## config.mk

```make
export PLATFORM = sky130hd
export DESIGN_NAME = text_escape_streamer_core
export DESIGN_NICKNAME = d
export VERILOG_FILES = /design/src/design/tes_pkg.sv /design/src/design/tes_front.sv /design/src/design/tes_queue.sv /design/src/design/tes_back.sv /design/src/design/text_escape_streamer_core.sv
export SDC_FILE = /design/constraint.sdc
export NUM_CORES = 1
export LEC_CHECK = 0
export BUFFER_PORTS_ARGS = -buffer_cell sky130_fd_sc_hd__buf_4
export CORE_ASPECT_RATIO = 1.5
export CORE_MARGIN = 10
export CORE_UTILIZATION = 64
export DETAILED_ROUTE_END_ITERATION = 10
export HOLD_SLACK_MARGIN = 0.08
export PLACE_DENSITY = 0.83
export SLEW_MARGIN = 10
export SYNTH_ARGS = -nofsm -noshare
export SYNTH_HDL_FRONTEND = slang
export SYNTH_SLANG_ARGS = --single-unit
```

## constraint.sdc

```tcl
create_clock -name clk -period 14.5 [get_ports clk]
set_input_delay 2.175 -clock clk [delete_from_list [all_inputs] [get_ports clk]]
set_output_delay 2.175 -clock clk [all_outputs]
set_load 0.005 [all_outputs]
```

## src/design/tes_pkg.sv

```systemverilog
package tes_pkg;

  localparam logic [1:0] FMT_XML_A = 2'd0;
  localparam logic [1:0] FMT_XML_B = 2'd1;
  localparam logic [1:0] FMT_JSON  = 2'd2;
  localparam logic [1:0] FMT_CSV   = 2'd3;

  localparam logic [1:0] REG_FORMAT   = 2'd0;
  localparam logic [1:0] REG_CAPACITY = 2'd1;

  localparam logic [15:0] CAPACITY_RESET = 16'd4096;

  localparam int QUEUE_DEPTH = 4;

  localparam logic [7:0] CH_LT   = 8'h3C;
  localparam logic [7:0] CH_GT   = 8'h3E;
  localparam logic [7:0] CH_AMP  = 8'h26;
  localparam logic [7:0] CH_CR   = 8'h0D;
  localparam logic [7:0] CH_LF   = 8'h0A;
  localparam logic [7:0] CH_QUOT = 8'h22;
  localparam logic [7:0] CH_BSL  = 8'h5C;

  // Replacement text, first byte in the top octet
  typedef struct packed {
    logic [2:0]  len;
    logic [63:0] text;
  } rep_t;

  // One classified character handed from front to back
  typedef struct packed {
    logic [7:0] ch;
    logic [1:0] fmt;
    logic [2:0] len;
    logic       close;
    logic       cap_nz;
    logic       halt;
  } desc_t;

  function automatic rep_t mk_rep(input logic [2:0] l, input logic [63:0] t);
    rep_t r;
    r.len  = l;
    r.text = t;
    return r;
  endfunction

  function automatic rep_t rep_lookup(input logic [1:0] fmt, input logic [7:0] c);
    rep_t r;
    r = mk_rep(3'd1, {c, 56'd0});
    unique case (fmt)
      FMT_XML_A, FMT_XML_B: begin
        unique case (c)
          CH_LT:   r = mk_rep(3'd4, {"&lt;", 32'd0});
          CH_GT:   r = mk_rep(3'd4, {"&gt;", 32'd0});
          CH_AMP:  r = mk_rep(3'd5, {"&amp;", 24'd0});
          CH_CR:   r = mk_rep(3'd5, {"&#13;", 24'd0});
          CH_LF:   r = mk_rep(3'd5, {"&#10;", 24'd0});
          CH_QUOT: r = mk_rep(3'd6, {"&quot;", 16'd0});
          default: r = mk_rep(3'd1, {c, 56'd0});
        endcase
      end
      FMT_JSON: begin
        unique case (c)
          CH_BSL:  r = mk_rep(3'd2, {"\\\\", 48'd0});
          CH_QUOT: r = mk_rep(3'd2, {"\\\"", 48'd0});
          CH_CR:   r = mk_rep(3'd2, {"\\r", 48'd0});
          CH_LF:   r = mk_rep(3'd2, {"\\n", 48'd0});
          default: r = mk_rep(3'd1, {c, 56'd0});
        endcase
      end
      FMT_CSV: begin
        unique case (c)
          CH_QUOT: r = mk_rep(3'd2, {"\"\"", 48'd0});
          default: r = mk_rep(3'd1, {c, 56'd0});
        endcase
      end
    endcase
    return r;
  endfunction

  function automatic logic [7:0] rep_byte(input logic [63:0] text, input logic [2:0] pos);
    logic [2:0] slot;
    slot = 3'd7 - pos;
    return text[{slot, 3'b000} +: 8];
  endfunction

endpackage

```

## src/design/tes_front.sv

```systemverilog
module tes_front #(
  parameter int COUNT_BITS      = 16,
  parameter int MAX_REPLACEMENT = 6
) (
  input  logic                   clk,
  input  logic                   rst_n,
  input  logic                   cfg_we,
  input  logic [1:0]             cfg_index,
  input  logic [15:0]            cfg_wdata,
  input  logic                   in_valid,
  output logic                   in_stall,
  input  logic [7:0]             in_char_in,
  input  logic                   in_last_char,
  input  logic                   in_empty_string,
  input  logic                   q_full,
  output logic                   push,
  output tes_pkg::desc_t         push_desc,
  output logic [COUNT_BITS-1:0]  push_chars,
  output logic [COUNT_BITS-1:0]  push_bytes
);
  import tes_pkg::*;

  localparam logic [3:0] MAXR = 4'(MAX_REPLACEMENT);

  logic [1:0]            fmt_r, fmt_nxt;
  logic [15:0]           cap_r, cap_nxt;
  logic [15:0]           space_r, space_nxt;
  logic                  halt_r, halt_nxt;
  logic [COUNT_BITS-1:0] chars_r, chars_nxt;
  logic [COUNT_BITS-1:0] bytes_r, bytes_nxt;

  rep_t                  rep;
  logic                  take, fits, close;
  logic [15:0]           space_new, space_init;
  logic                  halt_new;
  logic [COUNT_BITS-1:0] chars_new, bytes_new;
  logic [2:0]            d_len;

  assign in_stall = q_full;
  assign push     = in_valid && !q_full;

  always_comb begin
    rep        = rep_lookup(fmt_r, in_char_in);
    take       = !in_empty_string && !halt_r;
    fits       = (16'(rep.len) <= space_r) && ({1'b0, rep.len} <= MAXR);
    close      = in_empty_string || in_last_char;
    space_init = (cap_r != 16'd0) ? cap_r - 16'd1 : 16'd0;

    space_new = space_r;
    halt_new  = halt_r;
    chars_new = chars_r;
    bytes_new = bytes_r;
    d_len     = 3'd0;
    if (take) begin
      if (fits) begin
        space_new = space_r - 16'(rep.len);
        chars_new = chars_r + COUNT_BITS'(1);
        bytes_new = bytes_r + COUNT_BITS'(rep.len);
        d_len     = rep.len;
      end else begin
        halt_new = 1'b1;
      end
    end

    push_desc.ch     = in_char_in;
    push_desc.fmt    = fmt_r;
    push_desc.len    = d_len;
    push_desc.close  = close;
    push_desc.cap_nz = (cap_r != 16'd0);
    push_desc.halt   = halt_new;
    push_chars       = chars_new;
    push_bytes       = bytes_new;

    fmt_nxt   = fmt_r;
    cap_nxt   = cap_r;
    space_nxt = space_r;
    halt_nxt  = halt_r;
    chars_nxt = chars_r;
    bytes_nxt = bytes_r;

    if (cfg_we && (cfg_index == REG_FORMAT || cfg_index == REG_CAPACITY)) begin
      if (cfg_index == REG_FORMAT) begin
        fmt_nxt   = cfg_wdata[1:0];
        space_nxt = space_init;
      end else begin
        cap_nxt   = cfg_wdata;
        space_nxt = (cfg_wdata != 16'd0) ? cfg_wdata - 16'd1 : 16'd0;
      end
      halt_nxt  = 1'b0;
      chars_nxt = '0;
      bytes_nxt = '0;
    end else if (push) begin
      if (close) begin
        space_nxt = space_init;
        halt_nxt  = 1'b0;
        chars_nxt = '0;
        bytes_nxt = '0;
      end else begin
        space_nxt = space_new;
        halt_nxt  = halt_new;
        chars_nxt = chars_new;
        bytes_nxt = bytes_new;
      end
    end
  end

  always_ff @(posedge clk) begin
    if (!rst_n) begin
      fmt_r   <= FMT_XML_A;
      cap_r   <= CAPACITY_RESET;
      space_r <= CAPACITY_RESET - 16'd1;
      halt_r  <= 1'b0;
      chars_r <= '0;
      bytes_r <= '0;
    end else begin
      fmt_r   <= fmt_nxt;
      cap_r   <= cap_nxt;
      space_r <= space_nxt;
      halt_r  <= halt_nxt;
      chars_r <= chars_nxt;
      bytes_r <= bytes_nxt;
    end
  end

endmodule

```

## src/design/tes_queue.sv

```systemverilog
module tes_queue #(
  parameter int W = 8
) (
  input  logic         clk,
  input  logic         rst_n,
  input  logic         push,
  input  logic [W-1:0] push_data,
  input  logic         pop,
  output logic [W-1:0] pop_data,
  output logic         full,
  output logic         empty
);
  import tes_pkg::*;

  localparam int PTR_W = $clog2(QUEUE_DEPTH);
  localparam int CNT_W = $clog2(QUEUE_DEPTH + 1);

  logic [W-1:0]     mem_r [QUEUE_DEPTH];
  logic [PTR_W-1:0] wr_ptr_r, wr_ptr_nxt;
  logic [PTR_W-1:0] rd_ptr_r, rd_ptr_nxt;
  logic [CNT_W-1:0] count_r, count_nxt;

  assign full     = (count_r == CNT_W'(QUEUE_DEPTH));
  assign empty    = (count_r == '0);
  assign pop_data = mem_r[rd_ptr_r];

  always_comb begin
    wr_ptr_nxt = push ? PTR_W'(wr_ptr_r + PTR_W'(1)) : wr_ptr_r;
    rd_ptr_nxt = pop  ? PTR_W'(rd_ptr_r + PTR_W'(1)) : rd_ptr_r;
    count_nxt  = count_r + CNT_W'(push) - CNT_W'(pop);
  end

  always_ff @(posedge clk) begin
    if (push) begin
      mem_r[wr_ptr_r] <= push_data;
    end
  end

  always_ff @(posedge clk) begin
    if (!rst_n) begin
      wr_ptr_r <= '0;
      rd_ptr_r <= '0;
      count_r  <= '0;
    end else begin
      wr_ptr_r <= wr_ptr_nxt;
      rd_ptr_r <= rd_ptr_nxt;
      count_r  <= count_nxt;
    end
  end

endmodule

```

## src/design/tes_back.sv

```systemverilog
module tes_back #(
  parameter int COUNT_BITS = 16
) (
  input  logic                  clk,
  input  logic                  rst_n,
  input  logic                  q_empty,
  input  tes_pkg::desc_t        head_desc,
  input  logic [COUNT_BITS-1:0] head_chars,
  input  logic [COUNT_BITS-1:0] head_bytes,
  output logic                  pop,
  output logic                  out_valid,
  input  logic                  out_stall,
  output logic [7:0]            out_byte,
  output logic                  out_byte_valid,
  output logic                  out_end_of_item,
  output logic                  out_end_of_string,
  output logic                  out_halted,
  output logic [15:0]           out_consumed_count,
  output logic [15:0]           out_written_count
);
  import tes_pkg::*;

  localparam int WIDE = (COUNT_BITS > 16) ? COUNT_BITS : 16;

  logic [2:0]  pos_r, pos_nxt;
  logic        valid_r, valid_nxt;
  logic [7:0]  byte_r;
  logic        bvalid_r, eoi_r, eos_r, halt_r;
  logic [15:0] chars_out_r, bytes_out_r;

  rep_t            rep;
  logic            in_rep, load, produce;
  logic [7:0]      byte_c;
  logic            bvalid_c, eoi_c, eos_c;
  logic [WIDE-1:0] chars_w, bytes_w;

  always_comb begin
    rep      = rep_lookup(head_desc.fmt, head_desc.ch);
    in_rep   = pos_r < head_desc.len;
    byte_c   = in_rep ? rep_byte(rep.text, pos_r) : 8'd0;
    bvalid_c = in_rep || (head_desc.close && head_desc.cap_nz);
    eos_c    = !in_rep && head_desc.close;
    eoi_c    = in_rep ? ((pos_r == head_desc.len - 3'd1) && !head_desc.close) : 1'b1;
    chars_w  = WIDE'(head_chars);
    bytes_w  = WIDE'(head_bytes);

    load    = !valid_r || !out_stall;
    produce = !q_empty && load;
    pop     = produce && eoi_c;

    pos_nxt   = produce ? (eoi_c ? 3'd0 : pos_r + 3'd1) : pos_r;
    valid_nxt = load ? !q_empty : valid_r;
  end

  always_ff @(posedge clk) begin
    if (!rst_n) begin
      pos_r   <= 3'd0;
      valid_r <= 1'b0;
    end else begin
      pos_r   <= pos_nxt;
      valid_r <= valid_nxt;
    end
  end

  always_ff @(posedge clk) begin
    if (produce) begin
      byte_r      <= byte_c;
      bvalid_r    <= bvalid_c;
      eoi_r       <= eoi_c;
      eos_r       <= eos_c;
      halt_r      <= head_desc.halt;
      chars_out_r <= chars_w[15:0];
      bytes_out_r <= bytes_w[15:0];
    end
  end

  assign out_valid          = valid_r;
  assign out_byte           = byte_r;
  assign out_byte_valid     = bvalid_r;
  assign out_end_of_item    = eoi_r;
  assign out_end_of_string  = eos_r;
  assign out_halted         = halt_r;
  assign out_consumed_count = chars_out_r;
  assign out_written_count  = bytes_out_r;

endmodule

```

## src/design/text_escape_streamer_core.sv

```systemverilog
// String escaper for XML, JSON and CSV text.
// Input channel: one character per beat (in_valid/in_stall), with in_last_char
// closing the string, or in_empty_string closing it without a character.
// Output channel: one escaped byte per beat (out_valid/out_stall); each input
// beat gives one to seven output beats, the last flagged out_end_of_item, and
// the closing beat (NUL terminator) flagged out_end_of_string with the counts.
// Configuration: cfg_we/cfg_index/cfg_wdata, index 0 format, index 1 output
// capacity; a write restarts the current string, and the user must do it
// only when idle, as the block does not enforce it. The front classifies a
// character and updates the space and counts in the cycle it is taken, then
// hands it to a four-entry queue. The back expands each queued character one
// output byte per cycle into the output register while out_stall is low.
// The first result passes through the queue entry and then the output
// register. Each replacement byte and each closing terminator is its own
// output beat; input is stalled only when the queue fills behind them.
// Reset empties the queue and output register and loads XML format with a
// capacity of 4096. A stalled receiver holds the output beat; the queue then
// fills and in_stall rises.
module text_escape_streamer_core #(
  parameter int COUNT_BITS      = 16,
  parameter int MAX_REPLACEMENT = 6
) (
  input  logic        clk,
  input  logic        rst_n,
  input  logic        cfg_we,
  input  logic [1:0]  cfg_index,
  input  logic [15:0] cfg_wdata,
  input  logic        in_valid,
  output logic        in_stall,
  input  logic [7:0]  in_char_in,
  input  logic        in_last_char,
  input  logic        in_empty_string,
  output logic        out_valid,
  input  logic        out_stall,
  output logic [7:0]  out_byte,
  output logic        out_byte_valid,
  output logic        out_end_of_item,
  output logic        out_end_of_string,
  output logic        out_halted,
  output logic [15:0] out_consumed_count,
  output logic [15:0] out_written_count
);
  import tes_pkg::*;

  localparam int DW = $bits(desc_t);
  localparam int QW = DW + 2 * COUNT_BITS;

  logic                  push, pop, q_full, q_empty;
  desc_t                 push_desc, head_desc;
  logic [COUNT_BITS-1:0] push_chars, push_bytes, head_chars, head_bytes;
  logic [QW-1:0]         push_data, pop_data;

  tes_front #(
    .COUNT_BITS      (COUNT_BITS),
    .MAX_REPLACEMENT (MAX_REPLACEMENT)
  ) u_front (
    .clk             (clk),
    .rst_n           (rst_n),
    .cfg_we          (cfg_we),
    .cfg_index       (cfg_index),
    .cfg_wdata       (cfg_wdata),
    .in_valid        (in_valid),
    .in_stall        (in_stall),
    .in_char_in      (in_char_in),
    .in_last_char    (in_last_char),
    .in_empty_string (in_empty_string),
    .q_full          (q_full),
    .push            (push),
    .push_desc       (push_desc),
    .push_chars      (push_chars),
    .push_bytes      (push_bytes)
  );

  assign push_data  = {push_desc, push_chars, push_bytes};
  assign head_desc  = desc_t'(pop_data[QW-1 -: DW]);
  assign head_chars = pop_data[2*COUNT_BITS-1 -: COUNT_BITS];
  assign head_bytes = pop_data[COUNT_BITS-1:0];

  tes_queue #(
    .W (QW)
  ) u_queue (
    .clk       (clk),
    .rst_n     (rst_n),
    .push      (push),
    .push_data (push_data),
    .pop       (pop),
    .pop_data  (pop_data),
    .full      (q_full),
    .empty     (q_empty)
  );

  tes_back #(
    .COUNT_BITS (COUNT_BITS)
  ) u_back (
    .clk                (clk),
    .rst_n              (rst_n),
    .q_empty            (q_empty),
    .head_desc          (head_desc),
    .head_chars         (head_chars),
    .head_bytes         (head_bytes),
    .pop                (pop),
    .out_valid          (out_valid),
    .out_stall          (out_stall),
    .out_byte           (out_byte),
    .out_byte_valid     (out_byte_valid),
    .out_end_of_item    (out_end_of_item),
    .out_end_of_string  (out_end_of_string),
    .out_halted         (out_halted),
    .out_consumed_count (out_consumed_count),
    .out_written_count  (out_written_count)
  );

`ifndef ASSERT_OFF
  a_eos_ends_item: assert property (@(posedge clk) disable iff (!rst_n)
    out_valid && out_end_of_string |-> out_end_of_item)
    else $error("closing beat without end of item");

  a_marker_form: assert property (@(posedge clk) disable iff (!rst_n)
    out_valid && !out_byte_valid && !out_end_of_string |->
      out_byte == 8'd0 && out_end_of_item)
    else $error("drop marker malformed");

  a_pop_nonempty: assert property (@(posedge clk) disable iff (!rst_n)
    pop |-> !q_empty)
    else $error("queue popped while empty");
`endif

endmodule
```

======== Yosys cells after proc, flatten, opt, wreduce, memory -nomap -nowiden ========
Memories as Yosys holds them, arrays and structs flattened. A register that Yosys moved wholly into a read port is not among the register bits.
Index checks and enable logic that the tools add are counted.
word-level totals
  register bits ........................... 122
  memory bits (writable) .................. 192
  memories ................................ 1
  bits of input ports ..................... 33
memory list
  name           depth  width  read ports  clocked after Yosys merged registers in  write ports  RTL line         source
  u_queue.mem_r  4      48     1           1                                        1            tes_queue.sv:18  logic [W-1:0] mem_r [QUEUE_DEPTH];
cells by class
  reductions and logical operators ........ 36
  shifts and indexed selects .............. 1
  $lt $le $gt $ge ......................... 3
  bitwise gates (word level) .............. 2
  $add $sub $neg .......................... 12
  equality and inequality tests ........... 23
  muxes and demuxes ....................... 33
operators with widths
  operator               count
  $pmux 67 s6            1
  $pmux 64 s6            1
  $pmux 66 s4            1
  $pmux 64 s4            1
  $mux 16                14
  $pmux 67 s3            1
  $pmux 64 s3            1
  $mux 66                1
  $eq 8x6->1 const B     8
  $mux 64                1
  $shiftx 64x7->8        1
  $eq 8x4->1 const B     4
  $reduce_bool 16->1     2
  $sub 16x1->16 const B  2
  $add 16x1->16 const B  1
  $add 16x3->16          1
  $eq 8x7->1 const B     2
  $le 3x16->1            1
  $sub 16x3->16          1
  $logic_and 1x1->1      9
  $mux 3                 3
  $eq 2x2->1 const B     4
  $logic_not 1->1        8
  $eq 2x1->1 const B     3
  other kinds (21)       38

======== Depth between registers and ports, before layout ========
  depth in word-level cells ............... 10
  depth in mapped cells ................... 18
  gate-level depth less buffers ........... 16

======== By module ========
From an unflattened synthesis, not the netlist that was laid out.
second synthesis, totals
  cells, all modules ...................... 1152
  area, all modules ....................... 14627.8 sq um
modules (own cells, without submodules)
  module     sequential area each (sq um)  area an instance (sq um)  cells each  times used
  tes_queue  5945.7                        7360.8                    293         1
  tes_front  1341.3                        4878.4                    652         1
  tes_back   1401.3                        2388.5                    207         1

======== Least setup slack after synthesis ========
OpenSTA, ideal clock, no wires.
  path kind ............................... input port to flip-flop
  start ................................... in out_stall
  end ..................................... reg u_queue.count_r[2]
  data arrival time ....................... 6.194 ns
  stages .................................. 10
  data required time ...................... 14.385 ns
  path buffers ............................ 0
  slack ................................... 8.191 ns
  cells stage by stage .................... a21oi_1 and2_0 ha_1 inv_1 ha_1 inv_1 fa_1 xnor2_1 xnor2_1 and2_1
on the way
  longest elaborated chain between the ends .. 5
RTL lines
  element               RTL line                         source
  start, declared       text_escape_streamer_core.sv:34  input logic out_stall,
  $logic_not 1->1       tes_back.sv:47                   load = !valid_r || !out_stall;
  $logic_or 1x1->1      tes_back.sv:47
  $logic_and 1x1->1     tes_back.sv:48                   produce = !q_empty && load;
  $logic_and 1x1->1     tes_back.sv:49                   pop = produce && eoi_c;
  net pop               text_escape_streamer_core.sv:48  logic push, pop, q_full, q_empty;
  $sub 3x1->3           tes_queue.sv:30                  count_nxt = count_r + CNT_W'(push) - CNT_W'(pop);
  end signal, assigned  tes_queue.sv:47                  count_r <= count_nxt;
  end, declared         tes_queue.sv:21                  logic [CNT_W-1:0] count_r, count_nxt;
The timed path passes the listed nets, and every way through them passes these cells.
A chain may end at the register's enable or synchronous reset.

======== Worst setup path in the final report ========
  start ................................... in in_char_in[1]
  end ..................................... reg u_front.chars_r[15]
on the way
  longest elaborated chain between the ends .. 8
RTL lines
  element                                    RTL line                                     source
  start, declared                            text_escape_streamer_core.sv:30              input logic [7:0] in_char_in,
  $eq 8x6->1 (tied with other cells)         tes_pkg.sv:51, tes_pkg.sv:62, tes_pkg.sv:71
  $pmux 67 s6 (tied with other cells)        tes_pkg.sv:51                                unique case (c)
  $pmux 67 s3 (*)                            tes_pkg.sv:49                                unique case (fmt)
  $le 3x16->1 or $le 3x3->1 (tied branches)  tes_front.sv:45                              fits = (16'(rep.len) <= space_r) && ({1'b0, rep.len} <= MAXR);
  $logic_and 1x1->1 (*)                      tes_front.sv:45
  $mux 16 (*)                                tes_front.sv:55                              if (fits) begin
  $mux 16 (*)                                tes_front.sv:54                              if (take) begin
  $mux 16 (*)                                tes_front.sv:93                              if (close) begin
  end signal, assigned                       tes_front.sv:120                             chars_r <= chars_nxt;
  end, declared                              tes_front.sv:29                              logic [COUNT_BITS-1:0] chars_r, chars_nxt;
Mark *: on every way between the ends. The rest lies on a longest branch, timed or not.

==> metrics.md <==
| Metric | Value |
|---|---|
| Outcome | finished, final reports clean |
| Final Max Slew Viols | 0 |
| CTS buffer count | 28 |
| Final Hold Fails | 0 |
| Share of the synthesized area in the top cell type | between 40% and 50% |
| Layout cell share with drive strength beyond 1 | around 17% |
| Most common cell in the netlist | edfxtp_1 |
| Worst R2R Path Depth | 16 |
| Nets | approximately 1,300 |
| Main area contributors after synthesis | edfxtp_1 49%, dfxtp_1 11%, mux4_2 7.0% |
| Final min period | between 6000 and 7000 ps |
| Critical path class | input port to flip-flop |
| Min-Delay Path Class | flip-flop to flip-flop |
| Synth-to-layout area growth | 12.5% |
| Largest area contributor in the netlist | edfxtp_1 |
| Drt first pass iters | 8 |
| Startpoint type of the worst setup path | input port |
| Antenna viol nets, final | 0 |
| Hold-fix buffers, CTS | 0 |
| Syn Area/Cell | ~13 sq um |
| Met1 Use GR | between 20% and 30% |
| Async S/R FF share, synth | 0% |
| Post-Syn Area | 14,400 sq um |
| Reg2reg end | u_queue.count_r[2]$_SDFF_PN0_ |
| Met2 GRT Util | about two fifths |
| Critical Path RT | 14,960 ps |
| Crit path from | in_char_in[1] |
| I/O Pins | slightly below 80 |
| Peak VDD IR | between 100 and 150 uV |
| Power Density | 153 nW/um^2 |
| Skew-Pair Late Insertion Delay | roughly 550 ps |
| Drc violations | 0 |
| Non-filler cells, final | roughly 1,500 |
| Post-CTS Setup Inserts | 0 |
| First-pass GRT wire length | just over 50 mm |
| DIE HEIGHT | between 200 and 250 um |
| Setup tns final | 0 ps |
| Synth cell types | 85 |
| Synthesized flop and latch total | around 320 |
| Syn Inst Count | ~1,100 |
| Max Cap Viol | 0 |
| Clock buffer depth | 3 |
| Clock transition at path regs | approximately 70 ps |
| Initial core utilization | 64.7% |
| GR peak layer | met2 |
| Initial antenna violation count | 0 |
| Ys Warns | 0 |
| Number of rows in the core area | 67 |
| CTS H-tree depth | 1 |
| Reg2Reg Setup Slack | a little under 10,000 ps |
| Final Cycle Share | 42.5% |
| # setup viols final | 0 |
| Fill cells | roughly 1,500 |
| # resized after CTS | 0 |
| RSZ-0062 raised after global routing | no |
| Skew final | ~17 ps |
| DR vias | roughly 9,700 |
| Worst Tran Pin Value | roughly 1200 ps |
| Commonest cells post-synth | 236 x edfxtp_1, 101 x nand2_1, 80 x dfxtp_1 |
| Fin area | between 15,000 and 20,000 sq um |
| Die Width | around 140 um |
| Most used DFF post-synth | edfxtp_1 |
| GP Congestion | between 0.9 and 1 |
| Die area | ~29,000 sq um |
| Detailed-route wire length per cell | between 20 and 25 um |
| Clock sink count | around 320 |
| HPWL Detailed | around 20 mm |
| # diodes | 0 |
| Port bufs | 78 |
| Final wirelength | between 30 and 40 mm |
| Root Buffer | clkbuf_16 |
| CTS tree | built |
| DR vias/cell | 6.50 |
| Mapped Nets | approximately 1,200 |
| GR Overflow Total | 0 |
| CP endpoint | u_front.chars_r[15]$_SDFFE_PP0P_ |
| Global Route Usage Sum | a little over a fifth |
| EDFF count, synth | around 240 |
| Largest net degree at the start of global routing | a little under 50 |
| Seq/Total Area, Yosys | 60.2% |
| Initial DRC count | 665 |
| DP Area | roughly 15,000 sq um |
| Placed cells | 1,442 |
| CORE AREA | roughly 22,000 sq um |
| Relative slew slack | around 18% |
| Max FO, Critical Path | 16 |
| Vias in the first global route | ~9,800 |
| WP data arrival | between 6000 and 7000 ps |
| Fmax achieved | approximately 160 MHz |
| Leakage power | between 5 and 6 nW |
| Worst setup EP type | flip-flop |
| Met3 Usage GRT | 2.93% |
per-stage QoR:
step / hold slack [ps] / setup slack [ps] / total power (W) / util, %
floorplan: 451 / 8190 / 0.00152 / -
global placement: 467 / 8040 / 0.00171 / 68.5
detailed placement: 491 / 7900 / 0.00173 / 68.5
CTS: 499 / 8410 / 0.00251 / 72.8
global route: 527 / 8100 / 0.00260 / 72.8
finish: 491 / 8340 / 0.00249 / 72.8
sequential cells by signal (all words and copies together) (netlist names), 8 cells and up, named ones only:
signal / cells
u_front.chars_r: 16
u_queue.mem_r: 192
u_back.out_consumed_count: 16
u_front.cap_r: 16
u_front.bytes_r: 16
u_front.space_r: 16
u_back.out_byte: 8
u_back.out_written_count: 16
worst max-delay path: stages:
cell	delay (ps)
buf_4	130
or4b_2	680
o21bai_1	150
a31oi_1	320
o31a_1	230
ha_1	200
inv_1	70
fa_1	220
a2111o_1	240
nand2b_1	320
o21ai_1	130
buf_4	220
nor4_2	630
nand3_1	270
or4_1	540
o21ai_0	110
layout make-up:
type                            instances  area, sq um  share of cell area (%)
Clock inverter                         15          216                    1.33
Multi-Input combinational cell        726         5410                    33.3
Inverter                               31          116                   0.717
Tap cell                              276          345                    2.13
Sequential cell                       316         8690                    53.5
Clock buffer                           35          757                    4.66
Timing Repair Buffer                   93          698                    4.30
metal layers:
metal | part of all wire [%] | vias up | wire (um)
met5 | 0 | - | 0
met4 | 3.0 | 0 | 920
met3 | 6.0 | 85 | 1870
met2 | 53 | 440 | 16400
met1 | 38 | 4733 | 11800
li1 | - | 4443 | -
kinds of logic after synthesis:
logic type | share of synthesized area (%)
simple gates | 12.6
mux | 7.99
fa+ha+maj | 2.15
compound gates | 10.7
xor+xnor | 3.94
flops | 60.2
buf+inv | 2.44
worst min path at each step:
| stage | slack (ps) | depth (start not counted) | end | startpoint |
|---|---|---|---|---|
| 2_1_floorplan | 450 | 2 | u_front.cap_r[1]$_SDFFE_PN0P_ | u_front.cap_r[1]$_SDFFE_PN0P_ |
| 3_3_place_gp | 470 | 2 | u_front.chars_r[15]$_SDFFE_PP0P_ | u_front.chars_r[15]$_SDFFE_PP0P_ |
| 3_5_place_dp | 490 | 2 | u_front.cap_r[1]$_SDFFE_PN0P_ | u_front.cap_r[1]$_SDFFE_PN0P_ |
| 4_1_cts | 500 | 2 | u_front.cap_r[1]$_SDFFE_PN0P_ | u_front.cap_r[1]$_SDFFE_PN0P_ |
| 5_1_grt | 530 | 2 | u_front.cap_r[1]$_SDFFE_PN0P_ | u_front.cap_r[1]$_SDFFE_PN0P_ |
| 6_report | 490 | 2 | u_front.cap_r[1]$_SDFFE_PN0P_ | u_front.cap_r[1]$_SDFFE_PN0P_ |
power breakdown:
| group | total [W] | leakage [nW] | internal (W) | switching, W |
|---|---|---|---|---|
| Combinational | 0.000517 | 2.25 | 0.000234 | 0.000283 |
| Clock | 0.000778 | 0.476 | 0.000459 | 0.000318 |
| Sequential | 0.00120 | 2.92 | 0.00114 | 0.0000580 |
| Total | 0.00249 | 5.65 | 0.00183 | 0.000659 |
placed cells by master (no fill, tap or decap), types with 20 or more instances in the layout:
| cell | count |
|---|---|
| mux4_2 | 45 |
| nand3_1 | 24 |
| edfxtp_1 | 236 |
| nor3_1 | 25 |
| nand2_1 | 101 |
| dfxtp_1 | 78 |
| clkbuf_16 | 28 |
| buf_4 | 93 |
| o21ai_0 | 57 |
| nor2_1 | 77 |
| a21oi_1 | 36 |
| xnor2_1 | 43 |
| inv_1 | 28 |
| ha_1 | 20 |
| xor2_1 | 22 |
No activity file was read; power rests on OpenSTA's default activity.
